**src/rtl/adri_pkg.sv**
```systemverilog
// Shared types and constants of the dead-reckoning integrator.
`timescale 1ns / 1ps
`default_nettype none

package adri_pkg;

  // Opcodes of an input transaction.
  localparam logic [1:0] OP_SAMPLE    = 2'd0;
  localparam logic [1:0] OP_RST_VEL   = 2'd1;
  localparam logic [1:0] OP_RST_DIST  = 2'd2;
  localparam logic [1:0] OP_RST_ALL   = 2'd3;

  // Configuration register indexes.
  localparam logic CFG_GRAVITY  = 1'b0;
  localparam logic CFG_DEADBAND = 1'b1;
  localparam int   CFG_W        = 16;

  // Reset values of the configuration registers.
  localparam logic signed [15:0] GRAVITY_RESET  = 16'sd0;
  localparam logic [11:0]        DEADBAND_RESET = 12'd41;

  // Depth of the command queue between the front and back parts.
  localparam int QUEUE_DEPTH = 2;

  // Saturation limits.
  localparam logic signed [16:0] SAMPLE_MAX = 17'sh0FFFF;
  localparam logic [19:0]        DELTA_MAX  = 20'hFFFFF;
  localparam logic signed [39:0] VEL_MAX    = 40'sh7F_FFFF_FFFF;
  localparam logic signed [39:0] VEL_MIN    = 40'sh80_0000_0000;
  localparam logic signed [47:0] DIST_MAX   = 48'sh7FFF_FFFF_FFFF;
  localparam logic signed [47:0] DIST_MIN   = 48'sh8000_0000_0000;

  // Classified command handed from the front part to the back part.
  typedef struct packed {
    logic [1:0]         opcode;
    logic signed [16:0] sample;
    logic [19:0]        delta;
  } cmd_t;

endpackage

`default_nettype wire

```
**src/rtl/adri_if.sv**
```systemverilog
// Channel interfaces for input items and results.
`timescale 1ns / 1ps
`default_nettype none

interface adri_in_if;
  logic               valid;
  logic               ready;
  logic [1:0]         opcode;
  logic signed [15:0] accel_raw;
  logic [31:0]        time_stamp;

  modport source (output valid, opcode, accel_raw, time_stamp, input ready);
  modport sink (input valid, opcode, accel_raw, time_stamp, output ready);
endinterface

interface adri_out_if;
  logic               valid;
  logic               ready;
  logic signed [16:0] smoothed_accel;
  logic signed [39:0] velocity;
  logic signed [47:0] distance;
  logic               saturated;

  modport source (output valid, smoothed_accel, velocity, distance, saturated, input ready);
  modport sink (input valid, smoothed_accel, velocity, distance, saturated, output ready);
endinterface

`default_nettype wire

```
**src/rtl/adri_front.sv**
```systemverilog
// Front part: accepts transactions, conditions the sample and measures the time step.
`timescale 1ns / 1ps
`default_nettype none

module adri_front import adri_pkg::*; (
  input  wire logic               clk,
  input  wire logic               rst,
  adri_in_if.sink                 items,
  input  wire logic signed [15:0] gravity_offset,
  input  wire logic               q_full,
  output logic                    q_push,
  output cmd_t                    q_data
);

  logic [31:0]        previous_time;
  logic signed [17:0] sample_wide;
  logic [31:0]        delta_wide;

  // A transaction is taken whenever the queue has room.
  assign items.ready = !q_full;
  assign q_push      = items.valid && !q_full;

  // Negate, remove the gravity offset and clip to the 17 bit range.
  // Only the upper limit can be crossed.
  assign sample_wide = -{{2{items.accel_raw[15]}}, items.accel_raw}
                       - {{2{gravity_offset[15]}}, gravity_offset};

  // Wrapped time step, clipped to DELTA_MAX.
  assign delta_wide = items.time_stamp - previous_time;

  always_comb begin
    q_data.opcode = items.opcode;
    if (sample_wide > 18'(SAMPLE_MAX)) begin
      q_data.sample = SAMPLE_MAX;
    end else begin
      q_data.sample = sample_wide[16:0];
    end
    if (|delta_wide[31:20]) begin
      q_data.delta = DELTA_MAX;
    end else begin
      q_data.delta = delta_wide[19:0];
    end
  end

  // Every opcode re-bases the time reference.
  always_ff @(posedge clk) begin
    if (rst) begin
      previous_time <= '0;
    end else if (q_push) begin
      previous_time <= items.time_stamp;
    end
  end

endmodule

`default_nettype wire

```
**src/rtl/adri_queue.sv**
```systemverilog
// Short command queue between the front and back parts.
`timescale 1ns / 1ps
`default_nettype none

module adri_queue import adri_pkg::*; (
  input  wire logic clk,
  input  wire logic rst,
  input  wire logic push,
  input  wire cmd_t push_data,
  output logic      full,
  input  wire logic pop,
  output cmd_t      pop_data,
  output logic      empty
);

  localparam int PTR_W = (QUEUE_DEPTH > 1) ? $clog2(QUEUE_DEPTH) : 1;
  localparam int CNT_W = $clog2(QUEUE_DEPTH + 1);

  cmd_t             entries [QUEUE_DEPTH];
  logic [PTR_W-1:0] wr_ptr;
  logic [PTR_W-1:0] rd_ptr;
  logic [CNT_W-1:0] count;
  logic             do_push;
  logic             do_pop;

  assign full     = (count == CNT_W'(QUEUE_DEPTH));
  assign empty    = (count == '0);
  assign do_push  = push && !full;
  assign do_pop   = pop && !empty;
  assign pop_data = entries[rd_ptr];

  // Storage needs no reset.
  always_ff @(posedge clk) begin
    if (do_push) begin
      entries[wr_ptr] <= push_data;
    end
  end

  // Pointers and fill count.
  always_ff @(posedge clk) begin
    if (rst) begin
      wr_ptr <= '0;
      rd_ptr <= '0;
      count  <= '0;
    end else begin
      if (do_push) begin
        wr_ptr <= (wr_ptr == PTR_W'(QUEUE_DEPTH - 1)) ? '0 : wr_ptr + 1'b1;
      end
      if (do_pop) begin
        rd_ptr <= (rd_ptr == PTR_W'(QUEUE_DEPTH - 1)) ? '0 : rd_ptr + 1'b1;
      end
      if (do_push && !do_pop) begin
        count <= count + 1'b1;
      end else if (do_pop && !do_push) begin
        count <= count - 1'b1;
      end
    end
  end

endmodule

`default_nettype wire

```
**src/rtl/adri_back.sv**
```systemverilog
// Back part: rings, averaging, integration and the result register.
`timescale 1ns / 1ps
`default_nettype none

module adri_back import adri_pkg::*; #(
  parameter int RING_DEPTH = 8
) (
  input  wire logic        clk,
  input  wire logic        rst,
  input  wire logic [11:0] deadband,
  input  wire logic        q_empty,
  input  wire cmd_t        q_data,
  output logic             q_pop,
  adri_out_if.source       results
);

  localparam int LOG_D  = $clog2(RING_DEPTH);
  localparam int SLOT_W = LOG_D;
  localparam int SUM_W  = 17 + LOG_D;
  localparam int MAG_W  = SUM_W;
  localparam int DIV_S  = MAG_W + LOG_D;
  localparam int K_W    = MAG_W + 2;
  localparam int PROD_W = MAG_W + K_W;
  localparam int HALF   = RING_DEPTH / 2;
  // Reciprocal of the ring depth, exact for every magnitude below 2^MAG_W.
  localparam logic [K_W-1:0] DIV_K =
    K_W'(((64'd1 << DIV_S) + RING_DEPTH - 1) / RING_DEPTH);

  typedef enum logic [3:0] {
    S_IDLE, S_SUM, S_DIV, S_AVG, S_VMUL, S_VACC, S_DLO, S_DHI, S_DACC, S_EMIT
  } state_t;

  state_t state;

  // Ring memories and their valid bits.
  logic signed [16:0] sample_mem [RING_DEPTH];
  logic [19:0]        delta_mem  [RING_DEPTH];
  logic [RING_DEPTH-1:0] ring_vld;
  logic signed [16:0] rd_sample;
  logic [19:0]        rd_delta;
  logic               vld_old;
  logic               vld_central;

  logic [SLOT_W-1:0]  write_slot;
  logic [SLOT_W-1:0]  central;
  logic signed [SUM_W-1:0] sample_sum;
  logic signed [SUM_W-1:0] sum_next;
  logic signed [SUM_W-1:0] old_sample;

  cmd_t               cmd;
  logic [19:0]        dt;
  logic [MAG_W-1:0]   mag;
  logic               neg;
  logic [PROD_W-1:0]  prod_q;
  logic [16:0]        quot;
  logic signed [17:0] avg;
  logic signed [38:0] prod_v;
  logic signed [38:0] prod_v_rnd;
  logic signed [38:0] vstep;
  logic signed [40:0] vsum;
  logic [39:0]        p_lo;
  logic [39:0]        lo_rnd;
  logic signed [40:0] p_hi;
  logic signed [48:0] dsum;
  logic signed [39:0] velocity_acc;
  logic signed [47:0] distance_acc;
  logic               hit;
  logic               mem_we;

  // Result register.
  logic               out_valid;
  logic signed [16:0] out_avg;
  logic signed [39:0] out_vel;
  logic signed [47:0] out_dist;
  logic               out_sat;
  logic [16:0]        out_mag;

  assign q_pop  = (state == S_IDLE) && !q_empty;
  assign mem_we = q_pop && (q_data.opcode == OP_SAMPLE);

  // Slot of the central delta, half a ring behind the write slot.
  assign central = (write_slot >= SLOT_W'(HALF)) ? write_slot - SLOT_W'(HALF)
                                                 : write_slot + SLOT_W'(RING_DEPTH - HALF);

  // Running sum after this command.
  assign old_sample = vld_old ? SUM_W'(rd_sample) : '0;
  always_comb begin
    case (cmd.opcode)
      OP_SAMPLE:  sum_next = sample_sum + SUM_W'(cmd.sample) - old_sample;
      OP_RST_ALL: sum_next = '0;
      default:    sum_next = sample_sum;
    endcase
  end

  // Quotient magnitude, rounding of the two integration steps.
  assign quot       = prod_q[DIV_S +: 17];
  assign prod_v_rnd = prod_v + 39'sd1024;
  assign vstep      = prod_v_rnd >>> 11;
  assign vsum       = {velocity_acc[39], velocity_acc} + {{2{vstep[38]}}, vstep};
  assign lo_rnd     = p_lo + 40'd524288;
  assign dsum       = {distance_acc[47], distance_acc} + {{8{p_hi[40]}}, p_hi}
                      + {29'd0, lo_rnd[39:20]};

  // Ring memories: written when a sample command is taken from the queue, read when any command is.
  always_ff @(posedge clk) begin
    if (mem_we) begin
      sample_mem[write_slot] <= q_data.sample;
      delta_mem[write_slot]  <= q_data.delta;
    end
    if (q_pop) begin
      rd_sample <= sample_mem[write_slot];
      rd_delta  <= delta_mem[central];
    end
  end

  // Sequencer with the arithmetic registers.
  always_ff @(posedge clk) begin
    if (rst) begin
      state        <= S_IDLE;
      ring_vld     <= '0;
      write_slot   <= '0;
      sample_sum   <= '0;
      velocity_acc <= '0;
      distance_acc <= '0;
      out_valid    <= 1'b0;
    end else begin
      // The emit state reloads the result register itself.
      if (results.ready && (state != S_EMIT)) begin
        out_valid <= 1'b0;
      end
      case (state)
        S_IDLE: begin
          if (q_pop) begin
            cmd         <= q_data;
            hit         <= 1'b0;
            vld_old     <= ring_vld[write_slot];
            vld_central <= ring_vld[central];
            if (mem_we) begin
              ring_vld[write_slot] <= 1'b1;
            end
            state <= S_SUM;
          end
        end
        S_SUM: begin
          sample_sum <= sum_next;
          mag        <= sum_next[SUM_W-1] ? MAG_W'(-sum_next) : MAG_W'(sum_next);
          neg        <= sum_next[SUM_W-1];
          dt         <= vld_central ? rd_delta : '0;
          case (cmd.opcode)
            OP_SAMPLE: begin
              write_slot <= (write_slot == SLOT_W'(RING_DEPTH - 1)) ? '0
                                                                    : write_slot + 1'b1;
            end
            OP_RST_VEL: begin
              velocity_acc <= '0;
            end
            OP_RST_DIST: begin
              velocity_acc <= '0;
              distance_acc <= '0;
            end
            default: begin
              velocity_acc <= '0;
              distance_acc <= '0;
              ring_vld     <= '0;
              write_slot   <= '0;
            end
          endcase
          state <= S_DIV;
        end
        S_DIV: begin
          prod_q <= PROD_W'(mag) * PROD_W'(DIV_K);
          state  <= S_AVG;
        end
        S_AVG: begin
          // Deadband: a magnitude below the threshold reads as zero.
          if (quot < {5'd0, deadband}) begin
            avg <= '0;
          end else if (neg) begin
            avg <= -$signed({1'b0, quot});
          end else begin
            avg <= $signed({1'b0, quot});
          end
          state <= (cmd.opcode == OP_SAMPLE) ? S_VMUL : S_EMIT;
        end
        S_VMUL: begin
          prod_v <= avg * $signed({1'b0, dt});
          state  <= S_VACC;
        end
        S_VACC: begin
          if (vsum[40] != vsum[39]) begin
            velocity_acc <= vsum[40] ? VEL_MIN : VEL_MAX;
            hit          <= 1'b1;
          end else begin
            velocity_acc <= vsum[39:0];
          end
          state <= S_DLO;
        end
        S_DLO: begin
          // Velocity times delta is split at bit 20 into two partial products.
          p_lo  <= velocity_acc[19:0] * dt;
          state <= S_DHI;
        end
        S_DHI: begin
          p_hi  <= $signed(velocity_acc[39:20]) * $signed({1'b0, dt});
          state <= S_DACC;
        end
        S_DACC: begin
          if (dsum[48] != dsum[47]) begin
            distance_acc <= dsum[48] ? DIST_MIN : DIST_MAX;
            hit          <= 1'b1;
          end else begin
            distance_acc <= dsum[47:0];
          end
          state <= S_EMIT;
        end
        S_EMIT: begin
          if (!out_valid || results.ready) begin
            out_valid <= 1'b1;
            out_avg   <= avg[16:0];
            out_vel   <= velocity_acc;
            out_dist  <= distance_acc;
            out_sat   <= hit;
            state     <= S_IDLE;
          end
        end
        default: begin
          state <= S_IDLE;
        end
      endcase
    end
  end

  assign results.valid          = out_valid;
  assign results.smoothed_accel = out_avg;
  assign results.velocity       = out_vel;
  assign results.distance       = out_dist;
  assign results.saturated      = out_sat;

  assign out_mag = out_avg[16] ? (~out_avg + 17'd1) : out_avg;

  // A clipped result sits on one of the limits.
  a_sat_at_limit: assert property (@(posedge clk) disable iff (rst)
    (out_valid && out_sat) |-> (out_vel == VEL_MAX || out_vel == VEL_MIN ||
                                out_dist == DIST_MAX || out_dist == DIST_MIN))
    else $error("saturated result not at a limit");

  // A non-zero smoothed value never lies inside the deadband.
  a_deadband: assert property (@(posedge clk) disable iff (rst)
    out_valid |-> (out_avg == '0 || out_mag >= {5'd0, deadband}))
    else $error("smoothed value inside the deadband");

  // The write slot stays within the ring.
  a_slot_range: assert property (@(posedge clk) disable iff (rst)
    (32'(write_slot) < RING_DEPTH))
    else $error("write slot beyond the ring");

endmodule

`default_nettype wire

```
**src/rtl/accel_dead_reckoning_integrator_top.sv**
```systemverilog
// Top level of the single-axis accelerometer dead-reckoning integrator.
//
// Usage: input transactions arrive on the items channel (opcode, accel_raw,
// time_stamp) and every one of them yields exactly one transaction on the
// results channel (smoothed_accel, velocity, distance, saturated), in order.
// The gravity offset (index 0) and the deadband (index 1) are written on the
// plain write port cfg_we / cfg_index / cfg_data; the user is to write them
// only while the block is idle, which the block itself does not enforce.
// The back sequencer handles one command at a time: a sample passes through
// the states SUM, DIV, AVG, VMUL, VACC, DLO, DHI, DACC and EMIT, and a reset
// opcode goes from AVG straight to EMIT; this sets the sustained rate. The
// two-entry command queue lets further items be accepted while it is busy.
// Reset (rst, synchronous) clears the rings, the accumulators, the time
// reference and the queue, and loads the configuration reset values.
// When the receiver stalls, the finished result waits in the output
// register; the sequencer completes the next item and holds it until the
// register frees, while the queue fills and items.ready drops.
`timescale 1ns / 1ps
`default_nettype none

module accel_dead_reckoning_integrator_top import adri_pkg::*; #(
  parameter int RING_DEPTH = 8
) (
  input  wire logic             clk,
  input  wire logic             rst,
  input  wire logic             cfg_we,
  input  wire logic             cfg_index,
  input  wire logic [CFG_W-1:0] cfg_data,
  adri_in_if.sink               items,
  adri_out_if.source            results
);

  logic signed [15:0] gravity_offset;
  logic [11:0]        deadband;
  logic               q_push;
  logic               q_full;
  logic               q_pop;
  logic               q_empty;
  cmd_t               q_in;
  cmd_t               q_out;

  // Configuration registers.
  always_ff @(posedge clk) begin
    if (rst) begin
      gravity_offset <= GRAVITY_RESET;
      deadband       <= DEADBAND_RESET;
    end else if (cfg_we) begin
      case (cfg_index)
        CFG_GRAVITY:  gravity_offset <= cfg_data[15:0];
        CFG_DEADBAND: deadband       <= cfg_data[11:0];
        default:      deadband       <= deadband;
      endcase
    end
  end

  adri_front u_front (
    .clk            (clk),
    .rst            (rst),
    .items          (items),
    .gravity_offset (gravity_offset),
    .q_full         (q_full),
    .q_push         (q_push),
    .q_data         (q_in)
  );

  adri_queue u_queue (
    .clk       (clk),
    .rst       (rst),
    .push      (q_push),
    .push_data (q_in),
    .full      (q_full),
    .pop       (q_pop),
    .pop_data  (q_out),
    .empty     (q_empty)
  );

  adri_back #(
    .RING_DEPTH (RING_DEPTH)
  ) u_back (
    .clk      (clk),
    .rst      (rst),
    .deadband (deadband),
    .q_empty  (q_empty),
    .q_data   (q_out),
    .q_pop    (q_pop),
    .results  (results)
  );

endmodule

`default_nettype wire
```
**src/flat_wrapper.sv**
```systemverilog
// flat-port wrapper written by rule: the top's interface ports become plain ports
module accel_dead_reckoning_integrator_top_flat import adri_pkg::*;
#(
  parameter int RING_DEPTH = 8
)
  (clk, rst, cfg_we, cfg_index, cfg_data, items_valid, items_opcode, items_accel_raw, items_time_stamp, items_ready, results_valid, results_smoothed_accel, results_velocity, results_distance, results_saturated, results_ready);
  adri_in_if items_i ();
  adri_out_if results_i ();
  input  wire logic clk;
  input  wire logic rst;
  input  wire logic cfg_we;
  input  wire logic cfg_index;
  input  wire logic [CFG_W-1:0] cfg_data;
  input wire logic [$bits(items_i.valid)-1:0] items_valid;
  input wire logic [$bits(items_i.opcode)-1:0] items_opcode;
  input wire logic [$bits(items_i.accel_raw)-1:0] items_accel_raw;
  input wire logic [$bits(items_i.time_stamp)-1:0] items_time_stamp;
  output wire logic [$bits(items_i.ready)-1:0] items_ready;
  output wire logic [$bits(results_i.valid)-1:0] results_valid;
  output wire logic [$bits(results_i.smoothed_accel)-1:0] results_smoothed_accel;
  output wire logic [$bits(results_i.velocity)-1:0] results_velocity;
  output wire logic [$bits(results_i.distance)-1:0] results_distance;
  output wire logic [$bits(results_i.saturated)-1:0] results_saturated;
  input wire logic [$bits(results_i.ready)-1:0] results_ready;
  assign items_i.valid = items_valid;
  assign items_i.opcode = items_opcode;
  assign items_i.accel_raw = items_accel_raw;
  assign items_i.time_stamp = items_time_stamp;
  assign items_ready = items_i.ready;
  assign results_valid = results_i.valid;
  assign results_smoothed_accel = results_i.smoothed_accel;
  assign results_velocity = results_i.velocity;
  assign results_distance = results_i.distance;
  assign results_saturated = results_i.saturated;
  assign results_i.ready = results_ready;
  accel_dead_reckoning_integrator_top #(.RING_DEPTH(RING_DEPTH)) u_core (.clk(clk), .rst(rst), .cfg_we(cfg_we), .cfg_index(cfg_index), .cfg_data(cfg_data), .items(items_i), .results(results_i));
endmodule
```
**config.mk**
```make
export PLATFORM = sky130hd
export DESIGN_NAME = accel_dead_reckoning_integrator_top_flat
export DESIGN_NICKNAME = d
export VERILOG_FILES = /design/src/rtl/adri_pkg.sv /design/src/rtl/adri_if.sv /design/src/rtl/adri_front.sv /design/src/rtl/adri_queue.sv /design/src/rtl/adri_back.sv /design/src/rtl/accel_dead_reckoning_integrator_top.sv /design/src/flat_wrapper.sv
export SDC_FILE = /design/constraint.sdc
export NUM_CORES = 2
export LEC_CHECK = 0
export ABC_AREA = 1
export BUFFER_PORTS_ARGS = -buffer_cell sky130_fd_sc_hd__buf_4
export CAP_MARGIN = 0
export CORE_MARGIN = 5
export CORE_UTILIZATION = 50
export CTS_BUF_LIST = sky130_fd_sc_hd__clkbuf_2
export DETAILED_ROUTE_END_ITERATION = 8
export PLACE_DENSITY = 0.75
export SKIP_CTS_REPAIR_TIMING = 1
export SKIP_LAST_GASP = 1
export SYNTH_ARGS = -nofsm -noshare
export SYNTH_HDL_FRONTEND = slang
export SYNTH_SLANG_ARGS = --single-unit
export TNS_END_PERCENT = 20
```
**constraint.sdc**
```tcl
create_clock -name clk -period 12.7 [get_ports clk]
set_input_delay 3.175 -clock clk [delete_from_list [all_inputs] [get_ports clk]]
set_output_delay 3.175 -clock clk [all_outputs]
set_load 0.02 [all_outputs]
```
==> metrics <==
status=finished clean; CTS Buffer Depth=3; Cell variety after synth=59; pre-CTS WS=around 5.5 ns; overall power=18.8 mW; final count of negative-setup-slack endpoints=0; maximum fanout along the worst path=23; Post-Syn Area=85600 um2; Post-Layout Cell Count=12600; CTS tree=yes; residual DRC count=0; Slew Limit Headroom=0.0623; RSZ-0062 raised after global routing=false; initial antenna violation count=6; ranking of synthesized cells by area=edfxtp_1, fa_1, inv_1; internal power=around 8.6 mW; Cell Rows=151; Post-synth ARST share=0; end of the critical path=u_core.u_back.p_hi[36]; maxcap violations=0; Worst setup startpoint=u_core.u_back.velocity_acc[31]; hold_sp=u_core.u_back.mag[8]; grt total ovfl=0; clk_lat worst skew=1.86 ns; RePlAce Congestion=between 1 and 1.5; number of CTS-inserted buffers=217; clock root buffer=clkbuf_2; leakage=between 40 and 50 nW; layout cells sized above 1=0.0737; DP HPWL=191 mm; final worst slack=roughly 5.4 ns; minimum clock period=7.30 ns; flop-to-flop setup slack=5.40 ns; Worst EP arrival=roughly 8.8 ns; # IOs=180; Post-synth EDFFs=around 700; Crit Path Class=flop to flop; worst hold-check path type=flop to flop; total negative slack=0 ns; post-route design area=91500 um2; dominant synthesized flop cell=edfxtp_1; Syn Inst Count=10000; Crit. End Element=flop; DP Area=between 80000 and 90000 um2; crit start category=flop; P_sw=10.3 mW; Num Clock Sinks=892; Synth Register Bits=892; Via density=5.40; syn nets=around 12000; fmax=0.137 GHz; Layout area overhead=6.92%; fin crit share=0.575; Mean Syn Cell Area=8.56 um2; Placed Cells=12100; net count reported at finish=11900; WL/cell=19.9 um; CP required=14.17 ns; sequential-to-total area share from yosys stat=0.291; clock-pin slew on the worst setup and hold paths=0.11 ns; gr usage total=0.278; Slew @ Worst Pin=1.40 ns; IO Port Bufs=179; Net Sw Frac=0.545; number of routed nets with antenna violations=0; reg-to-reg startpoint=u_core.u_back.velocity_acc[31]; Core Box Area=around 170000 um2; initial DRC count=5643; Final Skew=roughly 0.23 ns; Die Width=424 um; chip height=~420 um; Clk pwr share=0.113; Power Dens Cells=206 nW/um2; Pins Over Slew Limit=0; Reg power frac=0.213; Post-Route WL=between 200 and 300 mm; Initial Utilization=0.504; synth warn=0; reg2reg end=u_core.u_back.p_hi[36]; die area=180000 um2; Pre-antenna DRT Iters=7; Fin. Hold Viols=0; vias after detailed routing=67800; first-pass GRT wire length=389 mm; top-area cell type share of the netlist area=0.247; Gate power share=0.673; Worst Reg-to-Reg Cells=23; Yosys top cell by area=edfxtp_1; worst vdd ir=0.690 mV; vias in the first global route=approximately 70000; htree depth=4; largest net degree at the start of global routing=between 100 and 150
==> synthesized netlist by cell type (all sizes together) (3+ instances only) <==
cell type  count
edfxtp       703
o21a          14
or2           17
fa           970
mux2          39
nand4        117
o221ai         6
dfxtp        189
a221oi        33
ha           671
a21o          31
buf           86
inv         2400
nor3          66
a211oi         3
nor2         477
and2           5
o21bai        37
a31oi         31
nand2       2295
a21oi        522
a22o          26
nand3        302
a22oi         53
clkbuf       275
a21boi        19
xor2         155
o211ai         8
nor4          24
nand3b        12
xnor2         91
o21ai        281
o31ai          9
o32ai         17
clkinv         4
and3           4
==> power by group through the flow <==
stage,registers [mW],logic (mW),clock network [mW]
3_3_place_gp,4.07,12.3,0
3_5_place_dp,4.08,12.4,0
5_1_grt,4.04,13.7,2.37
6_report,4.01,12.7,2.13
2_1_floorplan,4.01,7.84,0
4_1_cts,4.02,12.5,2.20
==> sequential cells by signal (all words and copies together) (netlist names), 18 cells and up, named ones only <==
register                        flops
u_core.u_front.previous_time       32
u_core.u_back.results.velocity     40
u_core.u_back.prod_v               29
u_core.u_back.p_lo                 21
u_core.u_back.sample_mem          136
u_core.u_back.dt                   20
u_core.u_back.results.distance     48
u_core.u_back.delta_mem           160
u_core.u_back.avg                  18
u_core.u_back.sample_sum           20
u_core.u_back.p_hi                 41
u_core.u_back.cmd                  19
u_core.u_back.rd_delta             20
u_core.u_back.velocity_acc         40
u_core.u_back.distance_acc         48
u_core.u_queue.entries             78
==> metal layers <==
layer | up-vias | share of wire | GRT usage
met5 | - | 0.00023 | 0
met4 | 6 | 0.062 | 0.150
met3 | 680 | 0.074 | 0.0499
met2 | 2846 | 0.49 | 0.484
met1 | 32900 | 0.37 | 0.327
li1 | 31400 | - | -
==> stage by stage <==
| step | utilization | hold WS (ns) |
|---|---|---|
| floorplan | - | 0.400 |
| global placement | 0.526 | 0.403 |
| detailed placement | 0.526 | 0.406 |
| CTS | 0.539 | 0.424 |
| global route | 0.539 | 0.434 |
| finish | 0.539 | 0.425 |
==> cell type report <==
| type | instances | area, um2 |
|---|---|---|
| clock inverter | 86 | 667 |
| clock buffer | 318 | 1590 |
| tap | 2218 | 2780 |
| sequential | 892 | 24900 |
| multi-input combinational | 6345 | 50400 |
| antenna | 7 | 17.5 |
| timing repair buffer | 286 | 2160 |
| inverter | 2404 | 9020 |
| fill | 15200 | 78300 |
==> cell families (layout without fill, tap and decap cells) <==
logic type	Yosys count	in the layout	share of synthesized area
mux	39	39	0.00513
buf+inv	2765	3094	0.122
compound gates	1097	1097	0.0739
xor+xnor	246	246	0.0252
flops	892	892	0.291
fa+ha+maj	1641	1641	0.325
simple gates	3322	3322	0.158
other cells	0	7	0
==> worst max-delay path, cell delays in order (launching register included) <==
cell	delay (ns)
dfxtp_1	1.13
nand2_1	0.19
fa_1	0.59
inv_1	0.05
fa_1	0.50
inv_1	0.06
fa_1	0.54
inv_1	0.05
fa_1	0.50
fa_1	0.43
fa_1	0.50
inv_1	0.05
fa_1	0.47
inv_1	0.04
ha_1	0.37
nand2_1	0.10
nor2_1	0.18
inv_1	0.08
nor2_1	0.12
nand4_1	0.09
o211ai_1	0.43
a21o_1	0.21
a21oi_1	0.08
xnor2_1	0.13
==> worst min path at each step <==
stage / cells past startpoint / slack, ns / end
after global routing: 0 / 0.43 / u_core.u_back.prod_q[28]
final: 0 / 0.42 / u_core.u_back.prod_q[28]
after floorplan: 0 / 0.40 / u_core.u_back.prod_q[23]
after CTS: 0 / 0.42 / u_core.u_back.prod_q[28]
after global placement: 0 / 0.40 / u_core.u_back.prod_q[33]
after detailed placement: 0 / 0.41 / u_core.u_back.prod_q[37]
==> layout by cell type (no fill, tap or decap), drive strengths merged, types with 281 or more instances in the layout <==
master / n
edfxtp: 703
fa: 970
o21ai: 281
clkbuf: 318
nand3: 302
nand2: 2295
buf: 286
ha: 671
nor2: 477
a21oi: 522
inv: 2410
No activity file was read; power rests on OpenSTA's default activity.
